File: src/tdp_pkg.sv
// shared constants and types for the trial-division prime tester
package tdp_pkg;

  localparam int WIDTH     = 32;
  localparam int MAX_LIST  = 64;
  localparam int LIST_SPAN = 10;

  localparam int DIV_W  = 16;
  localparam int SQ_W   = WIDTH + 2;
  localparam int LIST_W = 10;
  localparam int CNT_W  = 7;
  localparam int STEP_W = $clog2(WIDTH + 1);

  localparam logic OP_TEST = 1'b0;
  localparam logic OP_LIST = 1'b1;

  typedef enum logic [2:0] {
    ST_IDLE,
    ST_START,
    ST_CHECK,
    ST_DIVIDE,
    ST_EMIT,
    ST_LIST_NEXT
  } state_t;

  typedef struct packed {
    logic done;
    logic zero;
  } rem_status_t;

endpackage

File: src/tdp_rem.sv
// bit-serial restoring remainder unit, one dividend bit per cycle
module tdp_rem
  import tdp_pkg::*;
(
  input  logic               clk,
  input  logic               rst,
  input  logic               start,
  input  logic [WIDTH-1:0]   dividend,
  input  logic [DIV_W-1:0]   divisor,
  output rem_status_t        status
);

  logic [WIDTH-1:0]  shreg;
  logic [DIV_W-1:0]  rem;
  logic [STEP_W-1:0] cnt;
  logic              active;
  logic              done;
  logic [DIV_W:0]    trial;

  assign trial = {rem, shreg[WIDTH-1]};

  always_ff @(posedge clk) begin
    if (rst) begin
      active <= 1'b0;
      done   <= 1'b0;
    end else begin
      done <= 1'b0;
      if (start) begin
        active <= 1'b1;
      end else if (active && cnt == STEP_W'(1)) begin
        active <= 1'b0;
        done   <= 1'b1;
      end
    end
  end

  always_ff @(posedge clk) begin
    if (start) begin
      shreg <= dividend;
      rem   <= '0;
      cnt   <= STEP_W'(WIDTH);
    end else if (active) begin
      shreg <= {shreg[WIDTH-2:0], 1'b0};
      cnt   <= cnt - STEP_W'(1);
      // keep the difference only when the divisor fits
      if (trial >= {1'b0, divisor}) begin
        rem <= DIV_W'(trial - {1'b0, divisor});
      end else begin
        rem <= DIV_W'(trial);
      end
    end
  end

  assign status.done = done;
  assign status.zero = (rem == '0);

endmodule
File: config.mk
export PLATFORM = sky130hd
export DESIGN_NAME = tdp_rem
export DESIGN_NICKNAME = d
export VERILOG_FILES = /design/src/tdp_pkg.sv /design/src/tdp_rem.sv
export SDC_FILE = /design/constraint.sdc
export NUM_CORES = 1
export LEC_CHECK = 0
export ABC_CLOCK_PERIOD_IN_PS = 2400
export BUFFER_PORTS_ARGS = -buffer_cell sky130_fd_sc_hd__buf_2
export CORE_UTILIZATION = 55
export CTS_CLUSTER_SIZE = 40
export DETAILED_ROUTE_END_ITERATION = 6
export PLACE_DENSITY = 0.76
export SETUP_SLACK_MARGIN = 0.3
export SYNTH_ARGS = -nofsm -noshare
export SYNTH_HDL_FRONTEND = slang
export SYNTH_SLANG_ARGS = --single-unit
File: constraint.sdc
create_clock -name clk -period 2.4 [get_ports clk]
set_input_delay 0.36 -clock clk [delete_from_list [all_inputs] [get_ports clk]]
set_output_delay 0.36 -clock clk [all_outputs]
set_load 0.01 [all_outputs]
**Word-level counts from Yosys, hierarchy flattened**

Cells that the tools add are included.

- Register bits after elaboration: 56
- Input bits: 51
- Output and inout port bits: 2
- Word-level logic and storage cells: 20

- $add $sub $neg: 2
- $lt $le $gt $ge: 1
- Equal/unequal tests: 1
- Mux-type cells: 6
- Reductions and logical operators: 5

Operators with widths:

| kind | count |
|---|---|
| 2-to-1 mux 32 bit | 2 |
| greater-or-equal comparator 17 x 16 -> 1 bit | 1 |
| zero test 16 bit | 1 |
| 2-to-1 mux 16 bit | 1 |
| subtractor 16 bit | 1 |
| == test 6 x 1 -> 1 bit, second input constant | 1 |
| subtractor 6 x 1 -> 6 bit, second input constant | 1 |
| nonzero test 2 bit | 2 |
| 2-to-1 mux 1 bit | 3 |
| OR reduction 2 bit | 1 |
| logical AND 1 bit | 1 |

**Longest topological paths before layout**

- Word-level depth: 4
- Mapped depth: 10

**Worst setup path before layout**

OpenSTA, ideal clock, no wires.

- Path kind: reg-to-reg
- Start: register shreg[31]
- End: register rem[10]
- Library setup time: 92 ps
- Arrival time: 2,076 ps
- Path slack: 232 ps
- Stages on the path, launching flop included: 11
- Buffers on the path: 0
- Cells stage by stage: edfxtp_1 -> inv_1 -> ha_1 -> inv_1 -> fa_1 -> a21o_1 -> a221o_1 -> a21oi_1 -> xor2_1 -> o211a_1 -> nor4_1

- Cells in the longest elaborated chain, start to end: 2
- Elaborated cells on any way between the ends: 3
- Those cells by class: add/sub: 1; order compare: 1; mux: 1

RTL lines:

| item | line | text |
|---|---|---|
| start: declaration | tdp_rem.sv:13 | `logic [WIDTH-1:0] shreg;` |
| start signal: assignment | tdp_rem.sv:39 | `shreg <= dividend;` |
| start signal: assignment | tdp_rem.sv:43 | `shreg <= {shreg[WIDTH-2:0], 1'b0};` |
| subtractor 16 bit or greater-or-equal comparator 17 x 16 -> 1 bit (tied branches) | tdp_rem.sv:47, tdp_rem.sv:46 |  |
| 2-to-1 mux 16 bit (*) | tdp_rem.sv:46 | `if (trial >= {1'b0, divisor}) begin` |
| end signal: assignment | tdp_rem.sv:47 | `rem <= DIV_W'(trial - {1'b0, divisor});` |
| end signal: assignment | tdp_rem.sv:49 | `rem <= DIV_W'(trial);` |
| end: declaration | tdp_rem.sv:14 | `logic [DIV_W-1:0] rem;` |

Mark *: on every way between the ends. The rest lies on a longest branch, timed or not.
A chain may end at the register's enable or synchronous reset.

**Worst setup path after layout**

- Start: register shreg[31]
- End: register rem[14]

Same word-level chain as after synthesis.

==> run summary <==
The flow ran to the end, and the final reports show no timing, DRC or antenna violations. The total nets after synthesis is 411. Setup violations remaining at the end of the flow were counted as 0.

The peak supply drop is 403 uV. The arrival time at the worst endpoint came out at 2.50 ns. The Yosys warning count came out at 0.

The area growth from synthesis to layout is 27.3%. The initial antenna violation count was 0. The number of hold-slack violations in the final timing report came out at 0. The cell area that synthesis handed to floorplanning was 0.00350 mm2. The netlist uses 61 different library cells. Once detail routing completed, the nets flagged for antenna violations numbered 0. On the worst path, the slowest cell contributes a delay of 0.40 ns. The class of the tightest hold or removal check is input port to register. Sorting the synthesized cells by area gives the leading types as edfxtp_1 27%, dfxtp_1 14%, mux2_2 10%, ha_1 6.4%, nor2_1 3.3%. Of all flip-flops after synthesis, the portion carrying an async set or reset was 0%. Synthesis produced a netlist whose cell count is 341. Of the synthesized area, sequential elements account for 41.2%. The number of max-slew violations in the final report is 0. TritonCTS built the clock tree. The area of the core came out at 0.00603 mm2. The global-route congestion overflow total came out at 0.

The number of cells traversed by the worst hold path is 2. The headroom to the max-slew limit is 62.4%. The critical path required time is 2.60 ns. The buffer levels on the longest clock path came out at 2. The detailed router finished its first iteration with 237 violations. The worst slack after detailed placement came out at -0.198 ns. In the final design database the tool counted 488 nets.

The commonest cells after synthesis are 32 x edfxtp_1, 31 x mux2_2, 31 x nor2_1. The maximum clock frequency came out at 435 MHz. The detailed-route wire length per cell came out at 18.5 um.

The total clock buffers created by CTS is 5. The finished layout holds 494 standard cells, fillers aside. The number of enable flip-flop cells after synthesis is 32.

The later-pin clock latency in the skew report is 0.30 ns. The count of buffering cells on the critical path with inverters included is 2. The launching element type of the critical path is a register. The shortest period the worst path allows came out at 2.30 ns. The mean number of vias per cell came out at 6.16. The count of pins on the block boundary came out at 53.

Setup repair after global routing could not meet its margin everywhere. Power spread over the standard cell area amounts to 585 mW/mm2. The clock transition at the registers of the reported paths came out at 0.10 ns. The count of filler cells inserted in the layout is 407.

The final cycle utilization of the critical path came out at 95.9%. The number of port buffers is 52. Once detailed placement completed, the half-perimeter wirelength came to 5840 um.

The global placement routability congestion is 0.938. The depth of the most critical reg-to-reg path came out at 10. CTS placed an instance of clkbuf_8 at the clock tree root. The largest fanout on the critical path came out at 3. The vertical extent of the die came out at 81.8 um. The total leakage power came out at 1.78 nW. Among all flip-flop cells after synthesis, the most frequent one is edfxtp_1. The critical path goes through inv_2 -> ha_4 -> inv_2 -> fa_2 -> a21o_4 -> a221oi_4 -> nor4b_2 -> a221oi_2 -> o211ai_1 -> a311oi_1.

The number of cells in the design after placement is 471. The global routing usage summed across all routing layers is 26.7%. The horizontal die dimension came out at 81.8 um.

The floorplan step defined a die boundary enclosing 0.00668 mm2. In this design, the largest share of critical-path delay is due to compound AO/OA/AOI/OAI gates. Counting buffers and inverters, the worst setup path is 10 cells deep.

The number of storage elements in the synthesis netlist is 56. For this design, the slowest cell found on the critical path is edfxtp_1. The number of remaining DRC errors came out at 0. STA classifies the critical path endpoint as a register. The flop-to-flop setup slack came out at 0.1 ns. The actual transition at the worst max-transition pin came out at 0.557 ns.

The total wirelength of the detailed-routed design is 9160 um. In this run, post-CTS hold repair placed 0 buffers. For this design, the sink count on the clock tree is 56. The cell that appears most often on the critical path is inv_2. The most instantiated library cell after synthesis is edfxtp_1. The count of antenna diodes in the layout is 0. After floorplanning, the core was divided into 28 placement rows. The clock tree synthesis step divided the H-tree into 2 levels. The type of the setup path with the least slack is register to register. The maximum number of pins on one net before global-route repair came out at 33. The final worst clock skew is 0.00955 ns. A synthesized cell averages 10.3 um2. The post-layout worst setup margin came out at 0.0989 ns. The core occupancy in the finished layout came out at 73.9%. The ratio of cells with drive above 1 in the final layout came out at 45.8%. The total iterations of the first detailed-routing run came out at 4. The top cell type by area accounts for 27.5% of the synthesized area. The number of max-capacitance violations reported came out at 0. edfxtp_1 takes more of the synthesized area than any other cell. The number of global-route vias before repair is 2788.

The aggregate negative setup slack came out at 0 ns. The initial standard-cell utilization of the core came out at 58.1%. The total via count after detailed routing came out at 3044.

The wire length of the first global-routing pass is 13500 um.
logic make-up after synthesis:
kind of cell	synth area share, %
flip-flops	41.2
AO/OA/AOI/OAI	17.6
adder cells (fa/ha/maj)	7.01
multiplexers	9.98
XOR/XNOR	3.76
AND/OR/NAND/NOR	13.5
buffers and inverters	6.90
timing repair:
item                                    4_1_cts  5_1_grt
gates resized for setup                      25       42
gates cloned                                  1        0
pin swaps                                    12       13
setup buffers                                 9        5
endpoints found under the setup margin       16       16
power breakdown:
| part | internal, mW | switching, mW |
|---|---|---|
| logic | 0.381 | 0.423 |
| registers | 1.13 | 0.0715 |
| clock network | 0.310 | 0.294 |
| total | 1.82 | 0.789 |
flip-flops by register name, summed over array words and instances (netlist names):
| name | count |
|---|---|
| active | 1 |
| cnt | 6 |
| done | 1 |
| rem | 16 |
| shreg | 32 |
cell type report:
| class | count | area (um2) | area share [%] |
|---|---|---|---|
| multi-input cells | 241 | 2140 | 48.1 |
| inverters | 25 | 93.8 | 2.11 |
| clock inverters | 2 | 35.0 | 0.787 |
| repair buffers | 89 | 549 | 12.3 |
| flip-flops and latches | 56 | 1470 | 33.0 |
| well taps | 75 | 93.8 | 2.11 |
| clock buffers | 6 | 72.6 | 1.63 |
path summary, 6_finish.rpt:
check,startpoint,to
max reg2reg,shreg[31],rem[14]
min reg2reg,cnt[1],cnt[1]
max,shreg[31],rem[14]
min,rst,active
cell usage in the layout (no fill, tap or decap), drive strengths merged, types with 5 or more instances in the layout:
cell	instances
buf	89
edfxtp	32
mux2	31
nor2	31
inv	25
dfxtp	24
ha	18
a21oi	16
nand3	15
o21ai	15
nand2	14
xnor2	13
a311oi	10
clkbuf	6
a21o	6
nor4	5
nor3	5
o31ai	5
stage by stage:
step / cell area, um2 / hold WS (ns) / power, mW
after global routing: 4450 / 0.222 / 2.72
after global placement: 3880 / 0.490 / 1.83
final: 4450 / 0.226 / 2.61
after CTS: 4220 / 0.220 / 2.51
after detailed placement: 3880 / 0.497 / 1.85
after floorplan: 3500 / 0.432 / 1.66
per-layer routing:
layer | up-vias | wire (um) | GRT usage, %
met4 | 0 | 350 | 5.96
met3 | 36 | 626 | 4.56
met5 | - | 0 | 0
met2 | 153 | 4360 | 44.5
met1 | 1428 | 3820 | 36.3
li1 | 1427 | - | -
(Power assumes the default switching activity.)
